==> config.mk <==
export PLATFORM = sky130hd
export DESIGN_NAME = rgb_ycbcr_pixel_converter_top
export DESIGN_NICKNAME = d
export VERILOG_FILES = /design/src/design/rgbycc_pkg.sv /design/src/design/rgbycc_cfg_regs.sv /design/src/design/rgbycc_matrix.sv /design/src/design/rgbycc_chroma.sv /design/src/design/rgb_ycbcr_pixel_converter_top.sv
export VERILOG_INCLUDE_DIRS = /design/src /design/src/design
export SDC_FILE = /design/constraint.sdc
export NUM_CORES = 2
export LEC_CHECK = 0
export ABC_AREA = 1
export BUFFER_PORTS_ARGS = -buffer_cell sky130_fd_sc_hd__clkbuf_2
export CAP_MARGIN = 20
export CORE_AREA = 8 8 371 373
export DETAILED_ROUTE_END_ITERATION = 12
export DIE_AREA = 0 0 379 381
export PLACE_DENSITY = 0.76
export SYNTH_ARGS = -nofsm -noshare
export SYNTH_HDL_FRONTEND = slang
export SYNTH_HIERARCHICAL = 1
export SYNTH_SLANG_ARGS = --single-unit
==> constraint.sdc <==
create_clock -name clk -period 8.8 [get_ports clk]
set_input_delay 1.32 -clock clk [delete_from_list [all_inputs] [get_ports clk]]
set_output_delay 1.32 -clock clk [all_outputs]
set_load 0.005 [all_outputs]
==> src/design/assert_macros.svh <==
// assertion helpers included by the top design file
`ifndef ASSERT_MACROS_SVH
`define ASSERT_MACROS_SVH

`ifndef SYNTH
`define ASSERT_PROP(name, ck, rn, prop) \
	name: assert property (@(posedge ck) disable iff (!rn) prop) \
		else $error("assertion failed");
`define ASSERT_NEVER(name, ck, rn, cond) \
	`ASSERT_PROP(name, ck, rn, !(cond))
`else
`define ASSERT_PROP(name, ck, rn, prop)
`define ASSERT_NEVER(name, ck, rn, cond)
`endif

`endif

==> src/design/rgbycc_pkg.sv <==
package rgbycc_pkg;

	typedef enum logic [1:0] {
		MODE_YUV    = 2'd0,
		MODE_STUDIO = 2'd1,
		MODE_INV    = 2'd2,
		MODE_NONE   = 2'd3
	} mode_t;

	localparam logic CFG_IDX_MODE  = 1'b0;
	localparam logic CFG_IDX_ORDER = 1'b1;

	// integer bits left after dropping the fraction of a matrix row sum
	localparam int TruncW = 14;
	// width used for the final clamp
	localparam int SatW = 20;
	// register stages from input to output
	localparam int PipeDepth = 7;

	typedef struct packed {
		mode_t mode;
		logic  bgr;
	} cfg_t;

	typedef struct packed {
		mode_t                    mode;
		logic [7:0]               r;
		logic [7:0]               b;
		logic [2:0][TruncW-1:0]   t;
	} mtx_out_t;

	function automatic logic [7:0] sat8(input logic signed [SatW-1:0] v);
		logic [7:0] res;
		if (v < 0) begin
			res = 8'd0;
		end else if (v > 20'sd255) begin
			res = 8'd255;
		end else begin
			res = v[7:0];
		end
		return res;
	endfunction

endpackage

==> src/design/rgbycc_cfg_regs.sv <==
module rgbycc_cfg_regs (
	input  logic                clk,
	input  logic                arst_n,
	input  logic                cfg_we,
	input  logic                cfg_index,
	input  logic [1:0]          cfg_data,
	output rgbycc_pkg::cfg_t    cfg
);

	rgbycc_pkg::cfg_t cfg_q;

	always_ff @(posedge clk or negedge arst_n) begin
		if (!arst_n) begin
			cfg_q.mode <= rgbycc_pkg::MODE_YUV;
			cfg_q.bgr  <= 1'b0;
		end else if (cfg_we) begin
			unique case (cfg_index)
				rgbycc_pkg::CFG_IDX_MODE:  cfg_q.mode <= rgbycc_pkg::mode_t'(cfg_data);
				rgbycc_pkg::CFG_IDX_ORDER: cfg_q.bgr  <= cfg_data[0];
			endcase
		end
	end

	assign cfg = cfg_q;

endmodule

==> src/design/rgbycc_matrix.sv <==
module rgbycc_matrix #(
	parameter int COEF_FRAC_BITS = 16
) (
	input  logic                   clk,
	input  logic                   arst_n,
	input  rgbycc_pkg::cfg_t       cfg,
	input  logic                   in_valid,
	output logic                   in_ready,
	input  logic [7:0]             comp_first,
	input  logic [7:0]             comp_second,
	input  logic [7:0]             comp_third,
	output logic                   out_valid,
	input  logic                   out_ready,
	output rgbycc_pkg::mtx_out_t   out_data
);

	localparam int CW = COEF_FRAC_BITS + 3;
	localparam int PW = CW + 9;
	localparam int SW = COEF_FRAC_BITS + rgbycc_pkg::TruncW;

	// forward yuv luma weights
	localparam logic signed [CW-1:0] K_YR =
		CW'(((64'd299 << COEF_FRAC_BITS) + 64'd500) / 64'd1000);
	localparam logic signed [CW-1:0] K_YG =
		CW'(((64'd587 << COEF_FRAC_BITS) + 64'd500) / 64'd1000);
	localparam logic signed [CW-1:0] K_YB =
		CW'(((64'd114 << COEF_FRAC_BITS) + 64'd500) / 64'd1000);

	// studio range matrix
	localparam logic signed [CW-1:0] K_SYR =
		CW'(((64'd25678906250 << COEF_FRAC_BITS) + 64'd50000000000) / 64'd100000000000);
	localparam logic signed [CW-1:0] K_SYG =
		CW'(((64'd49631640625 << COEF_FRAC_BITS) + 64'd50000000000) / 64'd100000000000);
	localparam logic signed [CW-1:0] K_SYB =
		CW'(((64'd9790625000 << COEF_FRAC_BITS) + 64'd50000000000) / 64'd100000000000);
	localparam logic signed [CW-1:0] K_SBR =
		CW'(((64'd14822265625 << COEF_FRAC_BITS) + 64'd50000000000) / 64'd100000000000);
	localparam logic signed [CW-1:0] K_SBG =
		CW'(((64'd29099218750 << COEF_FRAC_BITS) + 64'd50000000000) / 64'd100000000000);
	localparam logic signed [CW-1:0] K_SBB =
		CW'(((64'd43921484375 << COEF_FRAC_BITS) + 64'd50000000000) / 64'd100000000000);
	localparam logic signed [CW-1:0] K_SRG =
		CW'(((64'd36778906250 << COEF_FRAC_BITS) + 64'd50000000000) / 64'd100000000000);
	localparam logic signed [CW-1:0] K_SRB =
		CW'(((64'd7142578125 << COEF_FRAC_BITS) + 64'd50000000000) / 64'd100000000000);

	// inverse matrix
	localparam logic signed [CW-1:0] K_ONE = CW'(64'd1 << COEF_FRAC_BITS);
	localparam logic signed [CW-1:0] K_RV =
		CW'(((64'd1402 << COEF_FRAC_BITS) + 64'd500) / 64'd1000);
	localparam logic signed [CW-1:0] K_GU =
		CW'(((64'd34414 << COEF_FRAC_BITS) + 64'd50000) / 64'd100000);
	localparam logic signed [CW-1:0] K_GV =
		CW'(((64'd71414 << COEF_FRAC_BITS) + 64'd50000) / 64'd100000);
	localparam logic signed [CW-1:0] K_BU =
		CW'(((64'd1772 << COEF_FRAC_BITS) + 64'd500) / 64'd1000);

	localparam logic signed [SW-1:0] OFF_16  = SW'(64'd16 << COEF_FRAC_BITS);
	localparam logic signed [SW-1:0] OFF_128 = SW'(64'd128 << COEF_FRAC_BITS);

	// stage 1: input capture
	logic                    v_s1;
	logic [7:0]              a_s1, g_s1, c_s1;
	rgbycc_pkg::mode_t       mode_s1;
	logic                    bgr_s1;

	// stage 2: products
	logic                    v_s2;
	logic signed [PW-1:0]    prod_s2 [3][3];
	rgbycc_pkg::mode_t       mode_s2;
	logic [7:0]              r_s2, b_s2;

	// stage 3: row sums
	logic                    v_s3;
	logic signed [SW-1:0]    sum_s3 [3];
	rgbycc_pkg::mode_t       mode_s3;
	logic [7:0]              r_s3, b_s3;

	// stage 4: integer rows
	logic                    v_s4;
	rgbycc_pkg::mtx_out_t    data_s4;

	logic rdy_s1, rdy_s2, rdy_s3, rdy_s4;

	assign rdy_s4   = !v_s4 || out_ready;
	assign rdy_s3   = !v_s3 || rdy_s4;
	assign rdy_s2   = !v_s2 || rdy_s3;
	assign rdy_s1   = !v_s1 || rdy_s2;
	assign in_ready = rdy_s1;

	// coefficient and operand selection
	logic [7:0]              r_sel, b_sel;
	logic signed [8:0]       x [3];
	logic signed [CW-1:0]    k [3][3];
	logic signed [PW-1:0]    prod_c [3][3];

	always_comb begin
		r_sel = bgr_s1 ? c_s1 : a_s1;
		b_sel = bgr_s1 ? a_s1 : c_s1;
		for (int i = 0; i < 3; i++) begin
			x[i] = '0;
			for (int j = 0; j < 3; j++) begin
				k[i][j] = '0;
			end
		end
		case (mode_s1)
			rgbycc_pkg::MODE_YUV: begin
				x[0] = $signed({1'b0, r_sel});
				x[1] = $signed({1'b0, g_s1});
				x[2] = $signed({1'b0, b_sel});
				k[0][0] = K_YR;
				k[0][1] = K_YG;
				k[0][2] = K_YB;
			end
			rgbycc_pkg::MODE_STUDIO: begin
				x[0] = $signed({1'b0, r_sel});
				x[1] = $signed({1'b0, g_s1});
				x[2] = $signed({1'b0, b_sel});
				k[0][0] = K_SYR;
				k[0][1] = K_SYG;
				k[0][2] = K_SYB;
				k[1][0] = -K_SBR;
				k[1][1] = -K_SBG;
				k[1][2] = K_SBB;
				k[2][0] = K_SBB;
				k[2][1] = -K_SRG;
				k[2][2] = -K_SRB;
			end
			rgbycc_pkg::MODE_INV: begin
				x[0] = $signed({1'b0, a_s1});
				x[1] = $signed({1'b0, g_s1}) - 9'sd128;
				x[2] = $signed({1'b0, c_s1}) - 9'sd128;
				k[1][0] = K_ONE;
				k[1][1] = -K_GU;
				k[1][2] = -K_GV;
				if (bgr_s1) begin
					k[0][0] = K_ONE;
					k[0][1] = K_BU;
					k[2][0] = K_ONE;
					k[2][2] = K_RV;
				end else begin
					k[0][0] = K_ONE;
					k[0][2] = K_RV;
					k[2][0] = K_ONE;
					k[2][1] = K_BU;
				end
			end
			default: begin
			end
		endcase
		for (int i = 0; i < 3; i++) begin
			for (int j = 0; j < 3; j++) begin
				prod_c[i][j] = k[i][j] * x[j];
			end
		end
	end

	// offsets and row sums
	logic signed [SW-1:0] off [3];
	logic signed [SW-1:0] sum_c [3];

	always_comb begin
		for (int i = 0; i < 3; i++) begin
			off[i] = '0;
		end
		if (mode_s2 == rgbycc_pkg::MODE_STUDIO) begin
			off[0] = OFF_16;
			off[1] = OFF_128;
			off[2] = OFF_128;
		end
		for (int i = 0; i < 3; i++) begin
			sum_c[i] = SW'(prod_s2[i][0]) + SW'(prod_s2[i][1]) + SW'(prod_s2[i][2])
				+ off[i];
		end
	end

	// drop the fraction, rounding toward zero
	logic signed [SW-1:0]                     q [3];
	logic [2:0][rgbycc_pkg::TruncW-1:0]       t_c;

	always_comb begin
		for (int i = 0; i < 3; i++) begin
			q[i] = sum_s3[i] >>> COEF_FRAC_BITS;
			if (sum_s3[i][SW-1] && (sum_s3[i][COEF_FRAC_BITS-1:0] != '0)) begin
				q[i] = q[i] + SW'(1);
			end
			t_c[i] = q[i][rgbycc_pkg::TruncW-1:0];
		end
	end

	always_ff @(posedge clk or negedge arst_n) begin
		if (!arst_n) begin
			v_s1 <= 1'b0;
			v_s2 <= 1'b0;
			v_s3 <= 1'b0;
			v_s4 <= 1'b0;
		end else begin
			if (rdy_s1) v_s1 <= in_valid;
			if (rdy_s2) v_s2 <= v_s1;
			if (rdy_s3) v_s3 <= v_s2;
			if (rdy_s4) v_s4 <= v_s3;
		end
	end

	always_ff @(posedge clk) begin
		if (rdy_s1 && in_valid) begin
			a_s1    <= comp_first;
			g_s1    <= comp_second;
			c_s1    <= comp_third;
			mode_s1 <= cfg.mode;
			bgr_s1  <= cfg.bgr;
		end
		if (rdy_s2 && v_s1) begin
			prod_s2 <= prod_c;
			mode_s2 <= mode_s1;
			r_s2    <= r_sel;
			b_s2    <= b_sel;
		end
		if (rdy_s3 && v_s2) begin
			sum_s3  <= sum_c;
			mode_s3 <= mode_s2;
			r_s3    <= r_s2;
			b_s3    <= b_s2;
		end
		if (rdy_s4 && v_s3) begin
			data_s4.mode <= mode_s3;
			data_s4.r    <= r_s3;
			data_s4.b    <= b_s3;
			data_s4.t    <= t_c;
		end
	end

	assign out_valid = v_s4;
	assign out_data  = data_s4;

endmodule

==> src/design/rgbycc_chroma.sv <==
module rgbycc_chroma #(
	parameter int COEF_FRAC_BITS = 16
) (
	input  logic                   clk,
	input  logic                   arst_n,
	input  logic                   in_valid,
	output logic                   in_ready,
	input  rgbycc_pkg::mtx_out_t   in_data,
	output logic                   out_valid,
	input  logic                   out_ready,
	output logic [7:0]             res_first,
	output logic [7:0]             res_second,
	output logic [7:0]             res_third
);

	localparam int CW  = COEF_FRAC_BITS + 3;
	localparam int DW  = 15;
	localparam int PW2 = CW + DW;
	localparam int TW2 = PW2 - COEF_FRAC_BITS;
	localparam int SatW = rgbycc_pkg::SatW;

	localparam logic signed [CW-1:0] K_U =
		CW'(((64'd492 << COEF_FRAC_BITS) + 64'd500) / 64'd1000);
	localparam logic signed [CW-1:0] K_V =
		CW'(((64'd877 << COEF_FRAC_BITS) + 64'd500) / 64'd1000);

	// stage 5: chroma differences and clamped rows
	logic                    v_s5;
	rgbycc_pkg::mode_t       mode_s5;
	logic signed [DW-1:0]    db_s5, dr_s5;
	logic [2:0][7:0]         sat_s5;

	// stage 6: chroma products
	logic                    v_s6;
	rgbycc_pkg::mode_t       mode_s6;
	logic signed [PW2-1:0]   pu_s6, pv_s6;
	logic [2:0][7:0]         sat_s6;

	// stage 7: output register
	logic                    v_s7;
	logic [7:0]              res0_s7, res1_s7, res2_s7;

	logic rdy_s5, rdy_s6, rdy_s7;

	assign rdy_s7   = !v_s7 || out_ready;
	assign rdy_s6   = !v_s6 || rdy_s7;
	assign rdy_s5   = !v_s5 || rdy_s6;
	assign in_ready = rdy_s5;

	logic signed [DW-1:0]  y_ext;
	logic signed [DW-1:0]  db_c, dr_c;
	logic [2:0][7:0]       sat_c;

	always_comb begin
		y_ext = DW'($signed(in_data.t[0]));
		db_c  = $signed({{(DW-8){1'b0}}, in_data.b}) - y_ext;
		dr_c  = $signed({{(DW-8){1'b0}}, in_data.r}) - y_ext;
		for (int i = 0; i < 3; i++) begin
			sat_c[i] = rgbycc_pkg::sat8(SatW'($signed(in_data.t[i])));
		end
	end

	logic signed [PW2-1:0] pu_c, pv_c;

	assign pu_c = K_U * db_s5;
	assign pv_c = K_V * dr_s5;

	// round toward zero, add the chroma offset and clamp
	logic signed [PW2-1:0]  qu, qv;
	logic signed [TW2-1:0]  tu, tv;
	logic signed [SatW-1:0] cu, cv;
	logic [7:0]             r0_c, r1_c, r2_c;

	always_comb begin
		qu = pu_s6 >>> COEF_FRAC_BITS;
		if (pu_s6[PW2-1] && (pu_s6[COEF_FRAC_BITS-1:0] != '0)) begin
			qu = qu + PW2'(1);
		end
		qv = pv_s6 >>> COEF_FRAC_BITS;
		if (pv_s6[PW2-1] && (pv_s6[COEF_FRAC_BITS-1:0] != '0)) begin
			qv = qv + PW2'(1);
		end
		tu = qu[TW2-1:0];
		tv = qv[TW2-1:0];
		cu = SatW'(tu) + SatW'(128);
		cv = SatW'(tv) + SatW'(128);
		case (mode_s6) inside
			rgbycc_pkg::MODE_YUV: begin
				r0_c = sat_s6[0];
				r1_c = rgbycc_pkg::sat8(cu);
				r2_c = rgbycc_pkg::sat8(cv);
			end
			rgbycc_pkg::MODE_STUDIO, rgbycc_pkg::MODE_INV: begin
				r0_c = sat_s6[0];
				r1_c = sat_s6[1];
				r2_c = sat_s6[2];
			end
			default: begin
				r0_c = '0;
				r1_c = '0;
				r2_c = '0;
			end
		endcase
	end

	always_ff @(posedge clk or negedge arst_n) begin
		if (!arst_n) begin
			v_s5 <= 1'b0;
			v_s6 <= 1'b0;
			v_s7 <= 1'b0;
		end else begin
			if (rdy_s5) v_s5 <= in_valid;
			if (rdy_s6) v_s6 <= v_s5;
			if (rdy_s7) v_s7 <= v_s6;
		end
	end

	always_ff @(posedge clk) begin
		if (rdy_s5 && in_valid) begin
			mode_s5 <= in_data.mode;
			db_s5   <= db_c;
			dr_s5   <= dr_c;
			sat_s5  <= sat_c;
		end
		if (rdy_s6 && v_s5) begin
			mode_s6 <= mode_s5;
			pu_s6   <= pu_c;
			pv_s6   <= pv_c;
			sat_s6  <= sat_s5;
		end
		if (rdy_s7 && v_s6) begin
			res0_s7 <= r0_c;
			res1_s7 <= r1_c;
			res2_s7 <= r2_c;
		end
	end

	assign out_valid  = v_s7;
	assign res_first  = res0_s7;
	assign res_second = res1_s7;
	assign res_third  = res2_s7;

endmodule

==> src/design/rgb_ycbcr_pixel_converter_top.sv <==
// each accepted transaction is registered in stages s1 through s7; s7 holds its result on the outputs
// throughput: one pixel per cycle while out_stall is low; seven register stages, bubbles collapse under stall
// the limit per stage is one multiply of at most 19x15 bits or one row add of three products and an offset
// reset: pipeline valid bits clear, mode returns to forward yuv weights, rgb order
// no memories, so no clearing pass after reset
`include "assert_macros.svh"

module rgb_ycbcr_pixel_converter_top #(
	parameter int COEF_FRAC_BITS = 16
) (
	input  logic        clk,
	input  logic        arst_n,
	input  logic        cfg_we,
	input  logic        cfg_index,
	input  logic [1:0]  cfg_data,
	input  logic        in_valid,
	output logic        in_stall,
	input  logic [7:0]  comp_first,
	input  logic [7:0]  comp_second,
	input  logic [7:0]  comp_third,
	output logic        out_valid,
	input  logic        out_stall,
	output logic [7:0]  res_first,
	output logic [7:0]  res_second,
	output logic [7:0]  res_third
);

	localparam int OccW = $clog2(rgbycc_pkg::PipeDepth + 2);

	rgbycc_pkg::cfg_t      cfg;
	rgbycc_pkg::mtx_out_t  mtx_data;
	logic                  mtx_valid;
	logic                  chr_ready;
	logic                  in_ready;

	rgbycc_cfg_regs u_cfg (
		.clk       (clk),
		.arst_n    (arst_n),
		.cfg_we    (cfg_we),
		.cfg_index (cfg_index),
		.cfg_data  (cfg_data),
		.cfg       (cfg)
	);

	rgbycc_matrix #(
		.COEF_FRAC_BITS (COEF_FRAC_BITS)
	) u_matrix (
		.clk         (clk),
		.arst_n      (arst_n),
		.cfg         (cfg),
		.in_valid    (in_valid),
		.in_ready    (in_ready),
		.comp_first  (comp_first),
		.comp_second (comp_second),
		.comp_third  (comp_third),
		.out_valid   (mtx_valid),
		.out_ready   (chr_ready),
		.out_data    (mtx_data)
	);

	rgbycc_chroma #(
		.COEF_FRAC_BITS (COEF_FRAC_BITS)
	) u_chroma (
		.clk        (clk),
		.arst_n     (arst_n),
		.in_valid   (mtx_valid),
		.in_ready   (chr_ready),
		.in_data    (mtx_data),
		.out_valid  (out_valid),
		.out_ready  (!out_stall),
		.res_first  (res_first),
		.res_second (res_second),
		.res_third  (res_third)
	);

	assign in_stall = !in_ready;

	// transactions in flight
	logic [OccW-1:0] occ_q;
	logic            acc_in, acc_out;

	assign acc_in  = in_valid && !in_stall;
	assign acc_out = out_valid && !out_stall;

	always_ff @(posedge clk or negedge arst_n) begin
		if (!arst_n) begin
			occ_q <= '0;
		end else begin
			occ_q <= occ_q + OccW'(acc_in) - OccW'(acc_out);
		end
	end

	`ASSERT_PROP(a_stall_only_full, clk, arst_n, in_stall |-> (out_valid && out_stall))
	`ASSERT_NEVER(a_occ_bound, clk, arst_n, occ_q > OccW'(rgbycc_pkg::PipeDepth))
	`ASSERT_NEVER(a_no_phantom, clk, arst_n, out_valid && (occ_q == '0))

endmodule

==> run_results.csv <==
group,metric,value,unit
timing,setup_tns,0,ns
drt,wire_per_inst,18.8,um
clock_network,cts.clk_slew.worst_paths,0.06,ns
global_route,track_usage,28.9,%
logic_synthesis,seq_area_frac_synth,23.7,%
worst_setup_path,critPathLaunchType,"flop",
clock_network,cts_sinks,620,
floorplanning,die_w,379,um
placed_design,gp_congestion,1.00,
logic_synthesis,synthTopCellsByArea,"fa_1 24%, edfxtp_1 23%, ha_1 17%, inv_1 10%, nand2_1 9.4%",
logic_synthesis,avgSynthCellArea,8.70,um^2
global_route,grt_pass1_wl,327000,um
drt,first_iter_violations,4476,
clock_network,insertion_delay,0.69,ns
worst_setup_path,rr_startpoint,"u_matrix/mode_s1[0]$_DFFE_PP_",
logic_synthesis,synthFlopType,"edfxtp_1",
floorplanning,core-area,132000,um^2
hold_path,min_path_cells,0,
worst_setup_path,critPathKind,"flop to flop",
worst_setup_path,r2r_end,"u_matrix/prod_s2[107]$_DFFE_PP_",
logic_synthesis,synth_cells,9017,
clock_network,root_buffer,"clkbuf_16",
worst_setup_path,endpoint_kind,"flop",
worst_setup_path,cp_data_arrival_time,7.91,ns
worst_setup_path,cpPeakStageDelay,0.72,ns
timing,tightest_slew,1.16,ns
cells_and_area,area_delta_synth_final,6.29,%
timing,fmax,133,MHz
worst_setup_path,worstPathRequired,9.21,ns
timing,final-hold-violation-count,0,
timing,maxSlewViolCount,0,
hold_path,hp-class,"flop to flop",
clock_network,clk_path_buf_depth,3,
floorplanning,start_util,59.4,%
floorplanning,fp.dieH,381,um
drt,dr.pass1.iters,8,
global_route,grt_max_degree,157,
timing,min_period,7.50,ns
logic_synthesis,ys_ff_latch,620,
logic_synthesis,synth.top_cell.area_share,23.5,%
logic_synthesis,yosys.area.top_type,"fa_1",
drt,remaining_drc_errors,0,
worst_setup_path,path_cells,"ha_1 > inv_2 > nand2_1 > buf_4 > o21ai_0 > inv_2 > nor2_1 > inv_1 > fa_1 > inv_1 > fa_1 > inv_1 > fa_1 > fa_1 > inv_1 > ha_1 > ha_1 > nand2_1 > nor2_1 > inv_1 > nor2_1 > nand3_1 > nand4_1 > nand2_1",
clock_network,post_cts_resized,0,
logic_synthesis,syn-cell-area,78400,um^2
worst_setup_path,ff2ff_setup_slack,1.30,ns
floorplanning,num_rows,134,
outcome,status,"finished clean",
clock_network,cts_htree_levels,3,
floorplanning,die-area,144000,um^2
logic_synthesis,async_flop_share,1.61,%
clock_network,numCtsBuffers,73,
timing,setup_violations,0,
global_route,grt_pass1_vias,60700,
global_route,globalRoute.totalOverflow,0,
clock_network,cts_setup_buffers,0,
floorplanning,ios,58,
timing,fin_worst_skew,0.0355,ns
worst_setup_path,cp_common_cell,"inv_1",
drt,vias,58900,
worst_setup_path,reg2regPathDepth,24,
logic_synthesis,yosysWarnings,6,
cells_and_area,num-nets-final,11200,
global_route,antenna_found_initial,7,
drt,routed_via_density,5.37,
logic_synthesis,synth_edf_count,610,
drt,ant_nets,0,
clock_network,postCtsHoldBufs,0,
placed_design,io_buffers,57,
placed_design,place_hpwl,177000,um
timing,timing.final.crit_share,85.2,%
worst_setup_path,cp_max_fo,13,
run,drv_cap,0,
drt,wirelength,206000,um
hold_path,min_to,"u_chroma/sat_s6[4]$_DFFE_PP_",
timing,rsz0062_at_grt,"false",
logic_synthesis,synth.distinct_cells,55,
timing,timing.slew.headroom,22.7,%
clock_network,cts_tree,"yes",
cells_and_area,drive_above_1_share,3.57,%
hold_path,worstHoldStart,"u_chroma/sat_s5[4]$_SDFFCE_PP0P_",
worst_setup_path,crit_slowest_cell,"fa_1",
-- cells in the final DEF, fill, tap and decap left out, types with 8 or more instances in the layout --
cell	n
fa_1	921
and2_1	20
o21bai_1	31
clkinvlp_4	8
nor2_4	19
clkinv_2	9
nand3b_1	18
xnor2_1	75
nand3_1	350
nor2_2	29
clkbuf_1	10
inv_2	25
a31oi_1	10
clkinv_1	16
a21oi_1	324
o21ai_0	140
clkbuf_2	57
nor2_1	664
nand2_1	1973
buf_4	29
or2_2	11
nor3_1	67
o21ai_1	16
xor2_1	214
nor4_1	10
edfxtp_1	610
inv_1	2124
nand4_1	126
a21o_1	16
nand2_2	25
dfrtp_1	10
ha_1	1083
clkbuf_16	73
-- final cells by class --
type                            instances  area (um^2)
Timing Repair Buffer                   88          551
Clock inverter                         49          517
Antenna cell                            3         7.51
Clock buffer                           83         1860
Multi-Input combinational cell       6194        51500
Sequential cell                       620        18600
Inverter                             2156         8110
Tap cell                             1768         2210
Fill cell                           11400        48800
-- registers in the layout, summed over array words and instances (netlist names), 15 cells and up --
name,count
u_matrix/sum_s3,89
u_chroma/pv_s6,32
u_chroma/sat_s5,24
u_chroma/db_s5,15
u_chroma/dr_s5,15
u_matrix/out_data,60
u_chroma/sat_s6,24
u_chroma/pu_s6,29
u_matrix/prod_s2,231
-- metrics by stage --
stage	setup WS (ns)	area (um^2)	util (%)	instances	hold WS, ns
finish	1.30	83300	63.1	11000	0.413
global route	0.690	83300	63.1	11000	0.421
CTS	1.22	83300	63.1	11000	0.412
global placement	1.28	80900	61.2	10800	0.401
detailed placement	1.29	80900	61.2	10800	0.405
floorplan	1.47	78400	-	9022	0.400
-- how the worst max path moves through the flow --
stage	depth (start not counted)	end	startpoint	slack, ns
6_report	24	u_matrix/prod_s2[107]$_DFFE_PP_	u_matrix/mode_s1[0]$_DFFE_PP_	1.30
5_1_grt	22	u_matrix/prod_s2[110]$_DFFE_PP_	u_matrix/mode_s1[0]$_DFFE_PP_	0.69
4_1_cts	24	u_matrix/prod_s2[107]$_DFFE_PP_	u_matrix/mode_s1[0]$_DFFE_PP_	1.22
3_5_place_dp	24	u_matrix/prod_s2[107]$_DFFE_PP_	u_matrix/mode_s1[0]$_DFFE_PP_	1.29
3_3_place_gp	22	u_matrix/prod_s2[110]$_DFFE_PP_	u_matrix/mode_s1[0]$_DFFE_PP_	1.28
2_1_floorplan	13	u_matrix/b_s2[0]$_DFFE_PP_	out_stall	1.47
-- worst max-delay path, delay by kind of cell (launching register included) --
kind                     cells  cell delay (ns)
AO/OA/AOI/OAI                1             0.68
adder cells (fa/ha/maj)      7             3.25
buffers and inverters        8             1.20
flip-flops                   1             0.44
AND/OR/NAND/NOR              8             1.62
-- cell families (layout without fill, tap and decap cells) --
| group | Yosys count | after routing | synth area share (%) |
|---|---|---|---|
| simple gates | 3326 | 3326 | 17.6 |
| buf+inv | 2208 | 2376 | 10.7 |
| flops | 620 | 620 | 23.7 |
| xor+xnor | 289 | 289 | 3.23 |
| compound gates | 568 | 568 | 3.98 |
| fa+ha+maj | 2004 | 2004 | 40.8 |
| other cells | 2 | 10 | 0.00958 |
-- synth_stat cells, types with 28 or more instances --
cell type and instances:
nand2_1 1973, nand3_1 350, nor2_2 28, clkbuf_1 31
edfxtp_1 610, nand4_1 126, nor2_1 667, xnor2_1 75
ha_1 1083, a21oi_1 325, inv_1 2128, nor3_1 67
fa_1 921, o21ai_0 140, o21bai_1 31, xor2_1 214
-- per-layer routing --
metal	track usage [%]	vias up	share of wire, %
met5	0	-	0.023
met3	5.52	447	7.5
met4	9.99	8	3.7
li1	-	28300	-
met1	38.2	28300	42
met2	47.6	1839	46
Power is left out: the tool's default activity adds up to more than one toggle a clock period on the data nets, which glitch-free logic cannot reach.
